`config.mk`:
```
export PLATFORM = sky130hd
export DESIGN_NAME = arp_cache_table
export DESIGN_NICKNAME = d
export VERILOG_FILES = /design/src/design/arp_pkg.sv /design/src/design/arp_ctrl.sv /design/src/design/arp_dp.sv /design/src/design/arp_cache_table.sv
export VERILOG_INCLUDE_DIRS = /design/src /design/src/design
export SDC_FILE = /design/constraint.sdc
export NUM_CORES = 1
export LEC_CHECK = 0
export BUFFER_PORTS_ARGS = -buffer_cell sky130_fd_sc_hd__buf_2
export CAP_MARGIN = 0
export CORE_ASPECT_RATIO = 0.7
export CORE_UTILIZATION = 55
export CTS_CLUSTER_DIAMETER = 60
export DETAILED_ROUTE_END_ITERATION = 8
export PLACE_DENSITY = 0.72
export SYNTH_ARGS = -nofsm -noshare
export SYNTH_HDL_FRONTEND = slang
export SYNTH_SLANG_ARGS = --single-unit
```
`constraint.sdc`:
```
create_clock -name clk_i -period 27.6 [get_ports clk_i]
set_input_delay 2.76 -clock clk_i [delete_from_list [all_inputs] [get_ports clk_i]]
set_output_delay 2.76 -clock clk_i [all_outputs]
set_load 0.03 [all_outputs]
```
`src/design/arp_cache_table_assert.svh`:
```
// ----------------------------------------------------------------------------
// ARP cache table assertion macros
// Short forms for the concurrent checks used inside the cache table modules.
// Each macro expects clk_i and rst_ni to exist in the module that uses it.
// ----------------------------------------------------------------------------
`ifndef ARP_CACHE_TABLE_ASSERT_SVH
`define ARP_CACHE_TABLE_ASSERT_SVH

// Condition that must hold at every clock edge outside reset.
`define ARP_ASSERT_ALWAYS(label, cond) \
  label: assert property (@(posedge clk_i) disable iff (!rst_ni) (cond)) \
    else $error("arp cache table check failed");

// Consequence that must hold in the same cycle as the antecedent.
`define ARP_ASSERT_IMPL(label, ante, cons) \
  label: assert property (@(posedge clk_i) disable iff (!rst_ni) (ante) |-> (cons)) \
    else $error("arp cache table check failed");

// Consequence that must hold in the cycle after the antecedent.
`define ARP_ASSERT_NEXT(label, ante, cons) \
  label: assert property (@(posedge clk_i) disable iff (!rst_ni) (ante) |=> (cons)) \
    else $error("arp cache table check failed");

`endif

```
`src/design/arp_pkg.sv`:
```
// ----------------------------------------------------------------------------
// ARP cache table package
// Field widths, operation codes and the controller/datapath interface types.
// ----------------------------------------------------------------------------
`timescale 1ns / 1ps
`default_nettype none

package arp_pkg;

  // Field widths of one item and one result.
  localparam int unsigned IP_W   = 32;
  localparam int unsigned MAC_W  = 48;
  localparam int unsigned SLOT_W = 4;

  // Operation codes.
  localparam logic OP_LOOKUP = 1'b0;
  localparam logic OP_ADD    = 1'b1;

  // Commands from the controller to the datapath.
  typedef struct packed {
    logic load;    // Latch a new item and rewind the scan.
    logic scan;    // Step the table scan by one entry.
    logic finish;  // Resolve the item: write the table on an add and post the result.
  } ctrl_cmd_t;

  // Status from the datapath to the controller.
  typedef struct packed {
    logic scan_end;  // The scan found a match, reached the last filled entry, or the table is empty.
  } dp_status_t;

endpackage

`default_nettype wire

```
`src/design/arp_ctrl.sv`:
```
// ----------------------------------------------------------------------------
// ARP cache table controller
// Two-state sequencer that accepts an item, runs the table scan and resolves.
// ----------------------------------------------------------------------------
`timescale 1ns / 1ps
`default_nettype none

module arp_ctrl (
  input  wire logic                 clk_i,
  input  wire logic                 rst_ni,
  input  wire logic                 start,
  output logic                      busy,
  input  wire arp_pkg::dp_status_t  status_i,
  output arp_pkg::ctrl_cmd_t        cmd_o
);

  typedef enum logic {
    ST_IDLE,
    ST_SCAN
  } state_e;

  state_e state_q;
  logic   busy_q;

  // State register and the registered busy flag.
  always_ff @(posedge clk_i or negedge rst_ni) begin
    if (!rst_ni) begin
      state_q <= ST_IDLE;
      busy_q  <= 1'b0;
    end else begin
      unique case (state_q)
        ST_IDLE: begin
          if (start) begin
            state_q <= ST_SCAN;
            busy_q  <= 1'b1;
          end
        end
        ST_SCAN: begin
          if (status_i.scan_end) begin
            state_q <= ST_IDLE;
            busy_q  <= 1'b0;
          end
        end
        default: begin
          state_q <= ST_IDLE;
          busy_q  <= 1'b0;
        end
      endcase
    end
  end

  // Commands follow directly from the state, start and the scan status.
  always_comb begin
    cmd_o.load   = (state_q == ST_IDLE) && start;
    cmd_o.scan   = (state_q == ST_SCAN);
    cmd_o.finish = (state_q == ST_SCAN) && status_i.scan_end;
  end

  assign busy = busy_q;

endmodule

`default_nettype wire

```
`src/design/arp_dp.sv`:
```
// ----------------------------------------------------------------------------
// ARP cache table datapath
// Entry memories, fill count, scan pointer, compare stage and result register.
// ----------------------------------------------------------------------------
`timescale 1ns / 1ps
`default_nettype none

`include "arp_cache_table_assert.svh"

module arp_dp #(
  parameter int unsigned TABLE_ENTRIES = 16
) (
  input  wire logic                        clk_i,
  input  wire logic                        rst_ni,
  input  wire arp_pkg::ctrl_cmd_t          cmd_i,
  output arp_pkg::dp_status_t              status_o,
  input  wire logic                        op_i,
  input  wire logic [arp_pkg::IP_W-1:0]    ip_addr_i,
  input  wire logic [arp_pkg::MAC_W-1:0]   mac_addr_i,
  output logic                             done_o,
  output logic                             hit_o,
  output logic [arp_pkg::MAC_W-1:0]        mac_out_o,
  output logic [arp_pkg::SLOT_W-1:0]       slot_o,
  output logic                             appended_o
);

  localparam int unsigned IdxW = (TABLE_ENTRIES > 1) ? $clog2(TABLE_ENTRIES) : 1;
  localparam int unsigned CntW = $clog2(TABLE_ENTRIES + 1);
  localparam int unsigned PadW = (IdxW > arp_pkg::SLOT_W) ? IdxW : arp_pkg::SLOT_W;
  localparam logic [CntW-1:0] FullCnt = CntW'(TABLE_ENTRIES);

  // Entry storage, one read and one write port each.
  logic [arp_pkg::IP_W-1:0]  ip_mem  [TABLE_ENTRIES];
  logic [arp_pkg::MAC_W-1:0] mac_mem [TABLE_ENTRIES];

  // Latched item.
  logic                      req_op_q;
  logic [arp_pkg::IP_W-1:0]  req_ip_q;
  logic [arp_pkg::MAC_W-1:0] req_mac_q;

  // Control state of the scan.
  logic [CntW-1:0] fill_q;
  logic [CntW-1:0] rd_idx_q;
  logic            cmp_valid_q;
  logic [IdxW-1:0] cmp_idx_q;

  // Registered read data of the entry under compare.
  logic [arp_pkg::IP_W-1:0]  rd_ip_q;
  logic [arp_pkg::MAC_W-1:0] rd_mac_q;

  // Result register.
  logic                       done_q;
  logic                       hit_q;
  logic [arp_pkg::MAC_W-1:0]  mac_out_q;
  logic [arp_pkg::SLOT_W-1:0] slot_q;
  logic                       appended_q;

  logic            rd_more_s;
  logic            is_add_s;
  logic            match_s;
  logic            last_s;
  logic            full_s;
  logic            append_s;
  logic [IdxW-1:0] wr_idx_s;
  logic [IdxW-1:0] res_idx_s;
  logic [PadW-1:0] res_idx_pad_s;

  // Compare the entry read in the previous cycle against the item.
  always_comb begin
    rd_more_s = (rd_idx_q < fill_q);
    is_add_s  = (req_op_q == arp_pkg::OP_ADD);
    match_s   = cmp_valid_q &&
                ((rd_ip_q == req_ip_q) || (is_add_s && (rd_mac_q == req_mac_q)));
    last_s    = cmp_valid_q && ((CntW'(cmp_idx_q) + CntW'(1)) == fill_q);
    full_s    = (fill_q == FullCnt);
    append_s  = is_add_s && !match_s;
    status_o.scan_end = match_s || last_s || (fill_q == '0);
  end

  // Target entry of an add, and the index reported in the result.
  always_comb begin
    if (match_s) begin
      wr_idx_s = cmp_idx_q;
    end else if (full_s) begin
      wr_idx_s = '0;
    end else begin
      wr_idx_s = fill_q[IdxW-1:0];
    end
    res_idx_s     = (!is_add_s && !match_s) ? '0 : wr_idx_s;
    res_idx_pad_s = PadW'(res_idx_s);
  end

  // Item latch.
  always_ff @(posedge clk_i) begin
    if (cmd_i.load) begin
      req_op_q  <= op_i;
      req_ip_q  <= ip_addr_i;
      req_mac_q <= mac_addr_i;
    end
  end

  // Scan pointer, compare-stage valid flag and fill count.
  always_ff @(posedge clk_i or negedge rst_ni) begin
    if (!rst_ni) begin
      fill_q      <= '0;
      rd_idx_q    <= '0;
      cmp_valid_q <= 1'b0;
    end else begin
      if (cmd_i.load) begin
        rd_idx_q    <= '0;
        cmp_valid_q <= 1'b0;
      end else if (cmd_i.scan) begin
        if (rd_more_s) begin
          rd_idx_q    <= rd_idx_q + CntW'(1);
          cmp_valid_q <= 1'b1;
        end else begin
          cmp_valid_q <= 1'b0;
        end
      end
      if (cmd_i.finish && append_s && !full_s) begin
        fill_q <= fill_q + CntW'(1);
      end
    end
  end

  // Index of the entry whose data lands in the compare stage.
  always_ff @(posedge clk_i) begin
    if (cmd_i.scan && rd_more_s) begin
      cmp_idx_q <= rd_idx_q[IdxW-1:0];
    end
  end

  // Memory read port.
  always_ff @(posedge clk_i) begin
    if (cmd_i.scan && rd_more_s) begin
      rd_ip_q  <= ip_mem[rd_idx_q[IdxW-1:0]];
      rd_mac_q <= mac_mem[rd_idx_q[IdxW-1:0]];
    end
  end

  // Memory write port, used once per add.
  always_ff @(posedge clk_i) begin
    if (cmd_i.finish && is_add_s) begin
      ip_mem[wr_idx_s]  <= req_ip_q;
      mac_mem[wr_idx_s] <= req_mac_q;
    end
  end

  // Result strobe.
  always_ff @(posedge clk_i or negedge rst_ni) begin
    if (!rst_ni) begin
      done_q <= 1'b0;
    end else begin
      done_q <= cmd_i.finish;
    end
  end

  // Result fields.
  always_ff @(posedge clk_i) begin
    if (cmd_i.finish) begin
      hit_q      <= match_s;
      mac_out_q  <= (!is_add_s && match_s) ? rd_mac_q : '0;
      slot_q     <= res_idx_pad_s[arp_pkg::SLOT_W-1:0];
      appended_q <= append_s;
    end
  end

  assign done_o     = done_q;
  assign hit_o      = hit_q;
  assign mac_out_o  = mac_out_q;
  assign slot_o     = slot_q;
  assign appended_o = appended_q;

  // The fill count never passes the table size.
  `ARP_ASSERT_ALWAYS(a_fill_bound, fill_q <= FullCnt)
  // An entry in the compare stage is always a filled one.
  `ARP_ASSERT_IMPL(a_cmp_filled, cmp_valid_q, CntW'(cmp_idx_q) < fill_q)
  // An append into free room grows the table by exactly one entry.
  `ARP_ASSERT_NEXT(a_fill_grow, cmd_i.finish && append_s && !full_s, fill_q == $past(fill_q) + CntW'(1))
  // Each item gives a single one-cycle result strobe.
  `ARP_ASSERT_NEXT(a_done_pulse, done_q, !done_q)

endmodule

`default_nettype wire

```
`src/design/arp_cache_table.sv`:
```
// ----------------------------------------------------------------------------
// ARP cache table
// IPv4 to Ethernet address table with lookup and add/update by linear scan.
// ----------------------------------------------------------------------------
//  Channel   Handshake            Fields
//  request   start / busy         op_i, ip_addr_i, mac_addr_i
//  result    done_o (one cycle)   hit_o, mac_out_o, slot_o, appended_o
//
//  An item is taken when start is high and busy is low; busy rises on the
//  next cycle and stays high during the scan.
//  An item runs from acceptance to the result strobe through the single
//  memory read port, which visits one filled entry per cycle, plus one
//  registered compare stage.
//  The table write happens in the cycle that resolves the item, so a new item
//  may be taken in the same cycle as the result strobe.
//  Reset clears the fill count and control state; entry contents need none.
//  The receiver cannot stall the result.
// ----------------------------------------------------------------------------
`timescale 1ns / 1ps
`default_nettype none

module arp_cache_table #(
  parameter int unsigned TABLE_ENTRIES = 16
) (
  input  wire logic                        clk_i,
  input  wire logic                        rst_ni,
  input  wire logic                        start,
  output logic                             busy,
  input  wire logic                        op_i,
  input  wire logic [arp_pkg::IP_W-1:0]    ip_addr_i,
  input  wire logic [arp_pkg::MAC_W-1:0]   mac_addr_i,
  output logic                             done_o,
  output logic                             hit_o,
  output logic [arp_pkg::MAC_W-1:0]        mac_out_o,
  output logic [arp_pkg::SLOT_W-1:0]       slot_o,
  output logic                             appended_o
);

  arp_pkg::ctrl_cmd_t  cmd;
  arp_pkg::dp_status_t status;

  // Sequencer.
  arp_ctrl u_ctrl (
    .clk_i    (clk_i),
    .rst_ni   (rst_ni),
    .start    (start),
    .busy     (busy),
    .status_i (status),
    .cmd_o    (cmd)
  );

  // Table storage and compare logic.
  arp_dp #(
    .TABLE_ENTRIES (TABLE_ENTRIES)
  ) u_dp (
    .clk_i      (clk_i),
    .rst_ni     (rst_ni),
    .cmd_i      (cmd),
    .status_o   (status),
    .op_i       (op_i),
    .ip_addr_i  (ip_addr_i),
    .mac_addr_i (mac_addr_i),
    .done_o     (done_o),
    .hit_o      (hit_o),
    .mac_out_o  (mac_out_o),
    .slot_o     (slot_o),
    .appended_o (appended_o)
  );

endmodule

`default_nettype wire

```
==> impl_metrics.yaml <==
run_status:
  status: "finished, final reports clean"
final_layout:
  drive_gt1_frac: 0.302
  regArea_sq_mm: 0.0454
  final_area_sq_mm: 0.0640
  nets: 2657
  syn_to_final_growth_pct: 12.3
  final_common_cell: "edfxtp_1"
  final_util: 0.625
  mostFrequentLayoutCells: "edfxtp_1 (1499), mux4_2 (400), clkbuf_16 (150), buf_2 (139), buf_4 (52)"
  multi_input_area_sq_mm: 0.0113
  stdcell_count: 4021
  fillers: 6596
  antenna_cells: 0
critical_path:
  startpoint_type: "flop"
  crit_path_end_kind: "flop"
  crit_required_ns: 27.97
  r2r-start: "u_dp.req_mac_q[41]"
  cp-startpoint: "u_dp.req_mac_q[41]"
  worst_ep_arrival_time_ns: 6.06
  path_max_fanout: 64
  crit_type: "reg -> reg"
cts:
  h-tree-depth: 4
  cts_buffer_depth: 3
  insertion_delay_ns: 0.76
  postCtsSetupBuffers: 0
  cts_hold_buf: 0
  cts_resized: 0
  numCtsBuffers: 140
  path_clk_slew_ns: 0.06
  clock-sinks: 1513
  cts_tree: "yes"
  clock-root-buffer: "clkbuf_16"
place:
  dpl.hpwl_um: 70300
  placement.io_buffers: 139
  place.gp.congestion: 0.856
  placed_cells: 3773
  dpl_cell_area_sq_mm: 0.0596
power:
  p_clk_frac: 0.302
  powerDensity_mw_per_mm2: 97.3
  ir_drop_mv: 0.0933
  p_comb_frac: 0.202
  p_int_uw: 4490
  p_seq_frac: 0.496
  p_sw_frac: 0.278
  switching_power_uw: 1730
  p_leak_uw: 0.0201
route:
  wire_per_inst_um: 32.3
  drt_wl_total_um: 130000
  ant_nets: 0
  drt-vias-per-instance: 6.54
  drcViolationCount: 0
  routedLengthMet1_um: 54300
  routed-via-count: 26316
  routed-wl-met3_um: 13400
  top_layer_used: "met4"
  wl_met2_um: 60100
  drtIter0Drc: 3360
  dr.pass1.iters: 5
sta:
  maxSlewHeadroom: 0.239
  finalSetupTns_ns: 0
  fmaxAchievable_mhz: 176
  fin_crit_ns: 5.69
  rsz0062_at_grt: "false"
  finalSetupViolations: 0
  finalHoldViolCount: 0
  tightest_slew_ns: 1.14
  drv_slew: 0
  fin_crit_sh: 0.206
  whs_ns: 0.598
  finClkSkew_ns: 0.0319
synthesis:
  seq_area_frac_synth: 0.796
  yosysWarnings: 0
  syn-cell-area_sq_mm: 0.0570
  synth_edf_count: 1499
  syn-num-nets: 2436
  synth_top_area_frac: 0.790
  synthCells: 2344
  yosysUniqueCellTypes: 47
  synth_area_per_cell_sq_um: 24.3
  ys_async_sr_fraction: 0.00925
  synth_area_leaders: "edfxtp_1 (79%), mux4_2 (16%), xnor2_1 (0.63%), dfrtp_1 (0.61%), xor2_1 (0.61%)"
  ys_ff_latch: 1513
  yosys.area.top_type: "edfxtp_1"
  synth-main-ff-cell: "edfxtp_1"
grt:
  grt_pass1_vias: 26590
  track_usage: 0.252
  grt-ovfl-total: 0
  grt_pass1_wl_um: 188000
  grt_max_degree: 138
  antenna_found_initial: 6
die:
  rows: 98
  fp.dieW_um: 387
  pin_count: 140
  start_util: 0.557
  die_h_um: 271
  core_area_sq_mm: 0.102
  dieArea_sq_mm: 0.105
min_path:
  hold_class: "reg -> reg"
  worstHoldStart: "u_dp.rd_mac_q[3]"
run:
  maxCapViolCount: 0
==> power groups by stage <==
stage / logic (uW) / clock network (uW) / registers (uW)
floorplan: 916 / 0 / 3040
global placement: 1250 / 0 / 3110
detailed placement: 1260 / 0 / 3130
CTS: 1270 / 1910 / 3080
global route: 1340 / 1990 / 3110
finish: 1260 / 1880 / 3090
==> flip-flops by register name, indices dropped and copies added (netlist names) <==
signal and cells:
u_ctrl.busy 1, u_ctrl.state_q 1, u_dp.appended_o 1, u_dp.cmp_idx_q 4
u_dp.cmp_valid_q 1, u_dp.done_o 1, u_dp.fill_q 5, u_dp.hit_o 1
u_dp.ip_mem 512, u_dp.is_add_s 1, u_dp.mac_mem 768, u_dp.mac_out_o 48
u_dp.rd_idx_q 5, u_dp.rd_ip_q 32, u_dp.rd_mac_q 48, u_dp.req_ip_q 32
u_dp.req_mac_q 48, u_dp.slot_o 4
==> final timing paths <==
check	end	slack (ns)	cells past startpoint
setup / recovery	u_dp.mac_mem[1][10]	21.91	9
hold / removal	u_dp.mac_out_o[3]	0.60	1
max in group asynchronous	u_dp.rd_idx_q[0]	25.37	1
hold reg to reg	u_dp.mac_out_o[3]	0.60	1
min in group asynchronous	u_ctrl.busy	1.93	1
setup reg to reg	u_dp.mac_mem[1][10]	21.91	9
==> synth_stat cells, types with 7 or more instances <==
cell	number
nand3_1	23
inv_1	17
nor4_1	10
nor3_1	8
ha_1	8
o21ai_1	9
dfrtp_1	14
a21o_1	7
mux4_2	400
and3_1	51
xor2_1	40
edfxtp_1	1499
clkbuf_1	78
or4_1	8
o41ai_1	8
xnor2_1	41
nand4_1	19
buf_1	25
nand2_1	21
nor2_1	10
buf_2	10
==> critical path: stages (launching register included) <==
cell	delay, ns
edfxtp_1	0.83
xor2_1	0.18
nor4_1	0.73
nand4_1	0.35
o41ai_4	0.46
buf_4	0.70
nand3_1	0.27
o21ai_4	0.39
buf_4	0.59
buf_4	0.73
==> kinds of logic (layout without fill, tap and decap cells) <==
| kind of cell | count (synthesis) | in the layout | share of synthesized area |
|---|---|---|---|
| buffers and inverters | 132 | 459 | 0.00918 |
| DFF | 1513 | 1513 | 0.796 |
| xor gates and xnor gates | 82 | 82 | 0.0128 |
| and+or+nand+nor | 165 | 165 | 0.0164 |
| muxes | 403 | 403 | 0.159 |
| adders and majority gates | 8 | 8 | 0.00176 |
| AOI/OAI and AO/OA | 41 | 41 | 0.00538 |
==> per-stage QoR <==
step	power [uW]	setup WS, ns
2_1_floorplan	3960	16.94
3_3_place_gp	4360	22.03
3_5_place_dp	4390	22.03
4_1_cts	6260	22.01
5_1_grt	6430	21.71
6_report	6230	21.91
==> routing by layer <==
metal / vias up / global-route usage
met2: 1555 / 0.378
met5: - / 0
met4: 0 / 0.0618
met1: 14106 / 0.388
met3: 161 / 0.0476
li1: 10494 / -
==> final cells by class <==
type | count | share of cell area
Tap cell | 1350 | 0.0264
Clock inverter | 71 | 0.00884
Inverter | 17 | 0.00104
Sequential cell | 1513 | 0.709
Timing Repair Buffer | 194 | 0.0179
Clock buffer | 177 | 0.0604
Multi-Input combinational cell | 699 | 0.176
(Power assumes the default switching activity.)
